`config.mk`:
```
export PLATFORM = sky130hd
export DESIGN_NAME = third_order_iir_tdf2_unit
export DESIGN_NICKNAME = d
export VERILOG_FILES = /design/src/design/iirtdf_pkg.sv /design/src/design/iirtdf_useq.sv /design/src/design/third_order_iir_tdf2_unit.sv
export SDC_FILE = /design/constraint.sdc
export NUM_CORES = 2
export LEC_CHECK = 0
export BUFFER_PORTS_ARGS = -buffer_cell sky130_fd_sc_hd__buf_2
export CAP_MARGIN = 20
export CORE_MARGIN = 5
export CORE_UTILIZATION = 33
export CTS_CLUSTER_SIZE = 28
export DETAILED_ROUTE_END_ITERATION = 8
export GPL_TIMING_DRIVEN = 0
export SLEW_MARGIN = 20
export SYNTH_ARGS = -nofsm -noshare
export SYNTH_HDL_FRONTEND = slang
export SYNTH_SLANG_ARGS = --single-unit
```
`constraint.sdc`:
```
create_clock -name clock -period 13.7 [get_ports clock]
set_clock_uncertainty 0.05 [all_clocks]
set_input_delay 2.74 -clock clock [delete_from_list [all_inputs] [get_ports clock]]
set_output_delay 2.74 -clock clock [all_outputs]
set_load 0.01 [all_outputs]
```
`src/design/iirtdf_pkg.sv`:
```
// Shared types, widths, microcode table and saturation helpers of the IIR unit.
// No dependencies; used by the sequencer, the top level and the checker.
package iirtdf_pkg;

   localparam int SAMPLE_W      = 24;
   localparam int COEF_W        = 32;
   localparam int DELAY_W       = 48;
   localparam int PROD_W        = COEF_W + SAMPLE_W;
   localparam int ACC_W         = DELAY_W + 2;
   localparam int DEF_ORDER     = 3;
   localparam int DEF_FRAC_BITS = 28;

   // microcode program addresses
   typedef enum logic [2:0] {
      ST_MUL0,
      ST_OUT,
      ST_LOOP_A,
      ST_LOOP_B,
      ST_IDLE
   } step_type;

   // which coefficient feeds the multiplier
   typedef enum logic [1:0] {
      CS_B0,
      CS_B_TAP,
      CS_B_NEXT,
      CS_A_TAP
   } coef_sel_type;

   // when a step may take a request
   typedef enum logic [1:0] {
      ACC_NONE,
      ACC_ALWAYS,
      ACC_LAST_TAP
   } accept_type;

   // jump condition of a step
   typedef enum logic [1:0] {
      CD_NONE,
      CD_STALL,
      CD_MORE_TAPS
   } cond_type;

   typedef struct packed {
      coef_sel_type coef_sel;
      logic         mul_en;
      logic         mul_y;
      logic         y_load;
      logic         acc_load;
      logic         h_write;
   } dp_ctrl_type;

   typedef struct packed {
      dp_ctrl_type dp;
      accept_type  accept;
      logic        tap_clr;
      logic        tap_inc;
      cond_type    cond;
      step_type    jump_to;
      step_type    next_step;
   } ucode_type;

   // control store
   function automatic ucode_type ucode_rom(input step_type step);
      ucode_type w;
      w = '0;
      w.accept    = ACC_NONE;
      w.cond      = CD_NONE;
      w.jump_to   = ST_IDLE;
      w.next_step = ST_IDLE;
      unique case (step)
         ST_MUL0: begin
            // b0 * s
            w.dp.coef_sel = CS_B0;
            w.dp.mul_en   = 1'b1;
            w.tap_clr     = 1'b1;
            w.next_step   = ST_OUT;
         end
         ST_OUT: begin
            // y = sat(h0 + b0*s), start b1 * s
            w.dp.coef_sel = CS_B_TAP;
            w.dp.mul_en   = 1'b1;
            w.dp.y_load   = 1'b1;
            w.cond        = CD_STALL;
            w.jump_to     = ST_OUT;
            w.next_step   = ST_LOOP_A;
         end
         ST_LOOP_A: begin
            // acc = h[i] + bi*s, start ai * y
            w.dp.coef_sel = CS_A_TAP;
            w.dp.mul_en   = 1'b1;
            w.dp.mul_y    = 1'b1;
            w.dp.acc_load = 1'b1;
            w.next_step   = ST_LOOP_B;
         end
         ST_LOOP_B: begin
            // h[i-1] = sat(acc - ai*y), start b(i+1) * s
            w.dp.coef_sel = CS_B_NEXT;
            w.dp.mul_en   = 1'b1;
            w.dp.h_write  = 1'b1;
            w.tap_inc     = 1'b1;
            w.accept      = ACC_LAST_TAP;
            w.cond        = CD_MORE_TAPS;
            w.jump_to     = ST_LOOP_A;
            w.next_step   = ST_IDLE;
         end
         ST_IDLE: begin
            w.accept    = ACC_ALWAYS;
            w.next_step = ST_IDLE;
         end
         default: begin
            w.next_step = ST_IDLE;
         end
      endcase
      return w;
   endfunction

   // clamp to a delay term
   function automatic logic signed [DELAY_W-1:0] sat_delay(
      input logic signed [ACC_W-1:0] v);
      logic [ACC_W-DELAY_W:0] top;
      logic signed [DELAY_W-1:0] r;
      top = v[ACC_W-1:DELAY_W-1];
      if (&top || ~|top) begin
         r = v[DELAY_W-1:0];
      end else if (v[ACC_W-1]) begin
         r = {1'b1, {(DELAY_W-1){1'b0}}};
      end else begin
         r = {1'b0, {(DELAY_W-1){1'b1}}};
      end
      return r;
   endfunction

   // clamp to an output sample
   function automatic logic signed [SAMPLE_W-1:0] sat_sample(
      input logic signed [ACC_W-1:0] v);
      logic [ACC_W-SAMPLE_W:0] top;
      logic signed [SAMPLE_W-1:0] r;
      top = v[ACC_W-1:SAMPLE_W-1];
      if (&top || ~|top) begin
         r = v[SAMPLE_W-1:0];
      end else if (v[ACC_W-1]) begin
         r = {1'b1, {(SAMPLE_W-1){1'b0}}};
      end else begin
         r = {1'b0, {(SAMPLE_W-1){1'b1}}};
      end
      return r;
   endfunction

endpackage

```
`src/design/iirtdf_useq.sv`:
```
// Microcode sequencer of the IIR unit: step counter, tap counter, control store.
// Depends on iirtdf_pkg.
module iirtdf_useq #(
   parameter int ORDER = iirtdf_pkg::DEF_ORDER,
   localparam int TAP_W = (ORDER > 1) ? $clog2(ORDER) : 1
) (
   input  logic                     clock,
   input  logic                     reset,
   input  logic                     req_valid,
   input  logic                     out_free,
   output logic                     req_ready,
   output iirtdf_pkg::dp_ctrl_type  ctrl,
   output logic [TAP_W-1:0]         tap,
   output logic                     last
);

   iirtdf_pkg::step_type  step_ff, step_in;
   iirtdf_pkg::ucode_type uc;
   logic [TAP_W-1:0]      tap_ff, tap_in;
   logic                  fire;
   logic                  stall;

   // control word fetch and step conditions
   always_comb begin
      uc        = iirtdf_pkg::ucode_rom(step_ff);
      last      = (tap_ff == TAP_W'(ORDER - 1));
      req_ready = (uc.accept == iirtdf_pkg::ACC_ALWAYS) ||
                  ((uc.accept == iirtdf_pkg::ACC_LAST_TAP) && last);
      fire      = req_valid && req_ready;
      stall     = (uc.cond == iirtdf_pkg::CD_STALL) && !out_free;
   end

   // next step: an accepted request restarts the program
   always_comb begin
      if (fire) begin
         step_in = iirtdf_pkg::ST_MUL0;
      end else begin
         unique case (uc.cond)
            iirtdf_pkg::CD_NONE:      step_in = uc.next_step;
            iirtdf_pkg::CD_STALL:     step_in = stall ? uc.jump_to : uc.next_step;
            iirtdf_pkg::CD_MORE_TAPS: step_in = last ? uc.next_step : uc.jump_to;
            default:                  step_in = iirtdf_pkg::ST_IDLE;
         endcase
      end
   end

   // datapath strobes, held off while the result register is busy
   always_comb begin
      ctrl = uc.dp;
      if (stall) begin
         ctrl.mul_en = 1'b0;
         ctrl.y_load = 1'b0;
      end
   end

   // tap counter
   always_comb begin
      if (uc.tap_clr) begin
         tap_in = '0;
      end else if (uc.tap_inc) begin
         tap_in = tap_ff + TAP_W'(1);
      end else begin
         tap_in = tap_ff;
      end
   end

   always_ff @(posedge clock) begin
      if (reset) begin
         step_ff <= iirtdf_pkg::ST_IDLE;
         tap_ff  <= '0;
      end else begin
         step_ff <= step_in;
         tap_ff  <= tap_in;
      end
   end

   assign tap = tap_ff;

endmodule

```
`src/design/third_order_iir_tdf2_unit.sv`:
```
// Top level of the third-order IIR filter (transposed direct form II).
// Depends on iirtdf_pkg and iirtdf_useq.
//
// Usage:
//   req_* carries one signed 24-bit sample and a block-end flag per request
//   (valid/ready). rsp_* returns the saturated filtered sample and the copied
//   flag (valid/ready). csr_* writes coefficient i (b0..bN, then a1..aN) when
//   csr_write_enable is high; indexes past the last one are ignored. Write
//   coefficients only while the unit is idle.
//   After a request is accepted, the b0 product step runs, then the output
//   step loads the response register. The one shared 32x24 multiplier forms
//   the 2*ORDER+1 products of a request in turn. The next request is taken in
//   the last step of the current one.
//   A response waits in an output register; a new request is still taken,
//   and its program holds at the output step until that register frees up.
//   Reset (synchronous): b0 = 1.0, other coefficients and delay terms zero,
//   no response pending. No clearing pass is needed.
module third_order_iir_tdf2_unit #(
   parameter int ORDER          = iirtdf_pkg::DEF_ORDER,
   parameter int COEF_FRAC_BITS = iirtdf_pkg::DEF_FRAC_BITS,
   localparam int NUM_REGS      = 2 * ORDER + 1,
   localparam int REG_IDX_W     = $clog2(NUM_REGS)
) (
   input  logic                                   clock,
   input  logic                                   reset,
   input  logic                                   req_valid,
   output logic                                   req_ready,
   input  logic signed [iirtdf_pkg::SAMPLE_W-1:0] req_sample,
   input  logic                                   req_block_end,
   output logic                                   rsp_valid,
   input  logic                                   rsp_ready,
   output logic signed [iirtdf_pkg::SAMPLE_W-1:0] rsp_filtered,
   output logic                                   rsp_block_end_out,
   input  logic                                   csr_write_enable,
   input  logic [REG_IDX_W-1:0]                   csr_index,
   input  logic [iirtdf_pkg::COEF_W-1:0]          csr_data
);

   localparam int TAP_W = (ORDER > 1) ? $clog2(ORDER) : 1;
   localparam logic [iirtdf_pkg::COEF_W-1:0] B0_RESET =
      iirtdf_pkg::COEF_W'(1) << COEF_FRAC_BITS;

   iirtdf_pkg::dp_ctrl_type ctrl;
   logic [TAP_W-1:0]        tap;
   logic                    last;
   logic                    out_free;
   logic                    req_fire;

   logic signed [iirtdf_pkg::COEF_W-1:0]   coef_ff [NUM_REGS];
   logic signed [iirtdf_pkg::DELAY_W-1:0]  h_ff [ORDER];
   logic signed [iirtdf_pkg::SAMPLE_W-1:0] s_ff, y_ff;
   logic                                   be_ff;
   logic signed [iirtdf_pkg::PROD_W-1:0]   prod_ff, prod_in;
   logic signed [iirtdf_pkg::ACC_W-1:0]    acc_ff;
   logic                                   rsp_valid_ff, rsp_valid_in;
   logic signed [iirtdf_pkg::SAMPLE_W-1:0] rsp_filtered_ff;
   logic                                   rsp_be_ff;

   logic [REG_IDX_W:0]                     tap_ext, coef_addr;
   logic signed [iirtdf_pkg::COEF_W-1:0]   coef_rd;
   logic signed [iirtdf_pkg::SAMPLE_W-1:0] mul_opnd;
   logic signed [iirtdf_pkg::PROD_W-1:0]   prod_shift;
   logic signed [iirtdf_pkg::ACC_W-1:0]    term, base, sum, diff;
   logic [TAP_W-1:0]                       h_idx;

   iirtdf_useq #(
      .ORDER (ORDER)
   ) u_useq (
      .clock     (clock),
      .reset     (reset),
      .req_valid (req_valid),
      .out_free  (out_free),
      .req_ready (req_ready),
      .ctrl      (ctrl),
      .tap       (tap),
      .last      (last)
   );

   assign req_fire = req_valid && req_ready;
   assign out_free = !rsp_valid_ff || rsp_ready;

   // coefficient select and multiplier operands
   always_comb begin
      tap_ext = (REG_IDX_W + 1)'(tap);
      case (ctrl.coef_sel)
         iirtdf_pkg::CS_B0:     coef_addr = '0;
         iirtdf_pkg::CS_B_TAP:  coef_addr = tap_ext + (REG_IDX_W + 1)'(1);
         iirtdf_pkg::CS_B_NEXT: coef_addr = tap_ext + (REG_IDX_W + 1)'(2);
         iirtdf_pkg::CS_A_TAP:  coef_addr = tap_ext + (REG_IDX_W + 1)'(ORDER + 1);
         default:               coef_addr = '0;
      endcase
      coef_rd  = coef_ff[coef_addr[REG_IDX_W-1:0]];
      mul_opnd = ctrl.mul_y ? y_ff : s_ff;
      prod_in  = coef_rd * mul_opnd;
   end

   // shared adder: output sum at the output step, h[i] + bi*s in the loop
   always_comb begin
      prod_shift = prod_ff >>> COEF_FRAC_BITS;
      term       = iirtdf_pkg::ACC_W'(prod_shift);
      h_idx      = (ctrl.y_load || last) ? '0 : tap + TAP_W'(1);
      base       = (ctrl.acc_load && last) ? '0 : iirtdf_pkg::ACC_W'(h_ff[h_idx]);
      sum        = base + term;
      diff       = acc_ff - term;
   end

   // coefficient registers
   always_ff @(posedge clock) begin
      if (reset) begin
         for (int i = 0; i < NUM_REGS; i++) begin
            coef_ff[i] <= (i == 0) ? B0_RESET : '0;
         end
      end else if (csr_write_enable &&
                   ({1'b0, csr_index} < (REG_IDX_W + 1)'(NUM_REGS))) begin
         coef_ff[csr_index] <= csr_data;
      end
   end

   // delay terms
   always_ff @(posedge clock) begin
      if (reset) begin
         for (int i = 0; i < ORDER; i++) begin
            h_ff[i] <= '0;
         end
      end else if (ctrl.h_write) begin
         h_ff[tap] <= iirtdf_pkg::sat_delay(diff);
      end
   end

   // datapath registers
   always_ff @(posedge clock) begin
      if (req_fire) begin
         s_ff  <= req_sample;
         be_ff <= req_block_end;
      end
      if (ctrl.mul_en) begin
         prod_ff <= prod_in;
      end
      if (ctrl.acc_load) begin
         acc_ff <= sum;
      end
      if (ctrl.y_load) begin
         y_ff            <= iirtdf_pkg::sat_sample(sum);
         rsp_filtered_ff <= iirtdf_pkg::sat_sample(sum);
         rsp_be_ff       <= be_ff;
      end
   end

   // response register
   always_comb begin
      if (ctrl.y_load) begin
         rsp_valid_in = 1'b1;
      end else if (rsp_ready) begin
         rsp_valid_in = 1'b0;
      end else begin
         rsp_valid_in = rsp_valid_ff;
      end
   end

   always_ff @(posedge clock) begin
      if (reset) begin
         rsp_valid_ff <= 1'b0;
      end else begin
         rsp_valid_ff <= rsp_valid_in;
      end
   end

   assign rsp_valid         = rsp_valid_ff;
   assign rsp_filtered      = rsp_filtered_ff;
   assign rsp_block_end_out = rsp_be_ff;

endmodule

```
==> qor.yml <==
status:
  outcome: "complete, no violations"
global_route:
  grt_first_pass_wirelength_mm: 292.6
  gr-total-overflow: 0
  busiest_layer: "met2"
  grt_max_degree: 49
  grt_pass1_vias: 44660
  antenna_found_initial: 6
  grtUsageTotal_pct: 21.86
  grt_use_met3_pct: 3.310
  grtUsageMet1_pct: 27.37
  globalRouteMet2Util_pct: 37.00
critical_path:
  cp_common_cell: "fa_1"
  slowest_stage: "clkbuf_1"
  cp_data_required_time_ns: 14.06
  crit_fanout: 10
  reg2reg_slack_ns: 0.56
  worst_ep_arrival_time_ns: 13.49
  cpPeakStageDelay_ns: 0.78
  start_kind: "flip-flop"
  worst_setup_path_end_kind: "flip-flop"
  worstSetupPathType: "reg2reg"
floorplanning:
  io_pins: 92
  initial_core_util_pct: 33.10
  die_h_um: 424.3
  die_w_um: 424.3
  rows: 152
  coreArea_um2: 171200
  die-area_um2: 180000
detailed_routing:
  vias_per_cell: 5.312
  dr.pass1.iters: 7
  drc_errors: 0
  dr.first_iter.drc_count: 3997
  ant_nets: 0
  finalWirelength_mm: 198.1
  drt-wirelength-per-cell_um: 24.33
  via_count: 43250
sta:
  slew_violations: 0
  slew_headroom_pct: 16.08
  finalSetupViolCount: 0
  tightest_slew_ns: 1.259
  fin_setup_tns_ns: 0
  worst_hold_slack_ns: 0.3677
  rsz0062_at_grt: "false"
  finalHoldViolCount: 0
  fin_crit_sh_pct: 95.90
  fmax_mhz: 76.11
  period_minus_slack_ns: 13.14
clock_network:
  h-tree-depth: 3
  cts_tree: "yes"
  numCtsBuffers: 67
  cts.sinks: 582
  root_buffer: "clkbuf_16"
  cts_hold_buffers: 0
  cts_buffer_depth: 3
  clk_latency_ns: 0.68
  clk_pin_slew_ns: 0.06
placed_design:
  gp_congestion: 0.9999
  placed_area_um2: 60580
  io_buffer_count: 89
  dp_hpwl_mm: 161.0
synth:
  synthTopCellsByArea: "edfxtp_1 (29%), fa_1 (28%), inv_1 (5.7%)"
  synth-seq-cells: 582
  ys_seq_area_share_pct: 30.18
  yosysTopAreaCellShare_pct: 28.84
  synthCells: 5633
  yosys.area.top_type: "edfxtp_1"
  synth-main-ff-cell: "edfxtp_1"
  postSynth.asyncResetShare_pct: 0
  syn_area_per_cell_um2: 10.06
  synth_edf_count: 544
  ys_warn_count: 0
  synth_area_um2: 56650
  ys_types: 93
layout:
  finalNetCount: 6947
  design_area_um2: 62900
  drive_gt1_share_pct: 7.063
  syn2layout_area_growth_pct: 11.03
  post-route-util_pct: 36.75
run:
  cap_violations: 0
min_path:
  hold_class: "reg2reg"
## what timing repair did
action | in CTS | in global routing
gates resized for setup | 0 | 9
setup buffers | 0 | 0
endpoints found under the setup margin | 0 | 2
## cell families after synthesis
| group | after synthesis | share of synthesized area, % |
|---|---|---|
| compound gates | 862 | 10.12 |
| buf+inv | 1179 | 8.049 |
| fa+ha+maj | 1031 | 33.16 |
| simple gates | 1741 | 13.11 |
| mux | 128 | 3.678 |
| other cells | 1 | 0.006620 |
| xor+xnor | 109 | 1.699 |
| flops | 582 | 30.18 |
## synth_stat cells (6+ instances only)
cell type / instances
a211o_1: 9
and3_1: 20
nor4_1: 11
xor2_1: 35
a21o_1: 67
or2_2: 20
o21ai_0: 114
o211ai_1: 19
nor2b_1: 19
ha_1: 247
mux2i_1: 27
dfxtp_1: 38
a221oi_1: 6
nand3_1: 51
edfxtp_1: 544
and2_1: 93
o21ai_1: 17
inv_1: 866
buf_1: 9
or3_1: 10
a211oi_1: 30
a2111oi_0: 10
mux2_2: 17
nand4_1: 23
fa_1: 784
xnor2_1: 73
o31ai_1: 112
nor3b_1: 8
o21a_1: 24
nor2_1: 640
a31oi_1: 68
nand2_1: 732
nand2b_1: 41
o21bai_1: 22
clkbuf_1: 259
a21oi_1: 238
o221ai_1: 49
nor3_1: 45
buf_6: 12
buf_2: 29
mux4_2: 60
mux2_1: 24
## layout by cell type, fill, tap and decap left out, types with 51 or more instances in the layout
master	Yosys	layout
a21o_1	67	67
a21oi_1	238	237
a31oi_1	68	68
and2_1	93	91
buf_2	29	121
clkbuf_1	259	274
clkbuf_16	0	68
edfxtp_1	544	544
fa_1	784	784
ha_1	247	247
inv_1	866	866
mux4_2	60	60
nand2_1	732	732
nand3_1	51	51
nor2_1	640	639
o21ai_0	114	114
o31ai_1	112	111
xnor2_1	73	73
## path summary, 6_finish.rpt
| kind | cells past startpoint | startpoint | end |
|---|---|---|---|
| worst min register to register | 0 | be_ff$_DFFE_PP_ | rsp_block_end_out$_DFFE_PP_ |
| worst min-delay path | 0 | be_ff$_DFFE_PP_ | rsp_block_end_out$_DFFE_PP_ |
| worst max-delay path | 34 | u_useq.tap[0]$_SDFFE_PP0P_ | prod_ff[55]$_DFFE_PP_ |
| worst max register to register | 34 | u_useq.tap[0]$_SDFFE_PP0P_ | prod_ff[55]$_DFFE_PP_ |
## per-stage QoR
step / instances / worst slack, ns
2_1_floorplan: 5664 / 3.308
3_3_place_gp: 7986 / -1.281
3_5_place_dp: 8010 / 0.2444
4_1_cts: 8132 / 0.1969
5_1_grt: 8138 / 0.04608
6_report: 8141 / 0.5615
## state kept, by name (all words and copies together), names as in the netlist
| signal | cells |
|---|---|
| be_ff | 1 |
| u_useq.step_ff | 3 |
| s_ff | 24 |
| coef_ff | 256 |
| rsp_block_end_out | 1 |
| prod_ff | 28 |
| acc_ff | 50 |
| u_useq.tap | 2 |
| rsp_filtered | 24 |
| h_ff | 192 |
| rsp_valid | 1 |
## metal layers
layer	vias to the layer above	share of wire, %
li1	18990	-
met1	21970	39
met2	1858	48
met3	430	7.1
met4	0	6.2
met5	-	0
## area by class of cell
class,instances,area (um2)
fillers,17230,108300
multi-input cells,3903,35280
flip-flops and latches,582,17100
inverters,868,3258
well taps,2233,2794
clock buffers,90,1814
plain buffers,311,1319
repair buffers,118,890.9
clock inverters,32,432.9
diodes,4,10.01
## critical path: cells and delay by family (launching register included)
kind,cells,cell delay [ns]
compound gates,8,3.12
xor+xnor,1,0.14
fa+ha+maj,9,4.29
buf+inv,9,3.06
flops,1,0.36
mux,1,0.37
simple gates,6,1.43
Power is left out: the tool's default activity adds up to more than one toggle a clock period on the data nets, which glitch-free logic cannot reach.
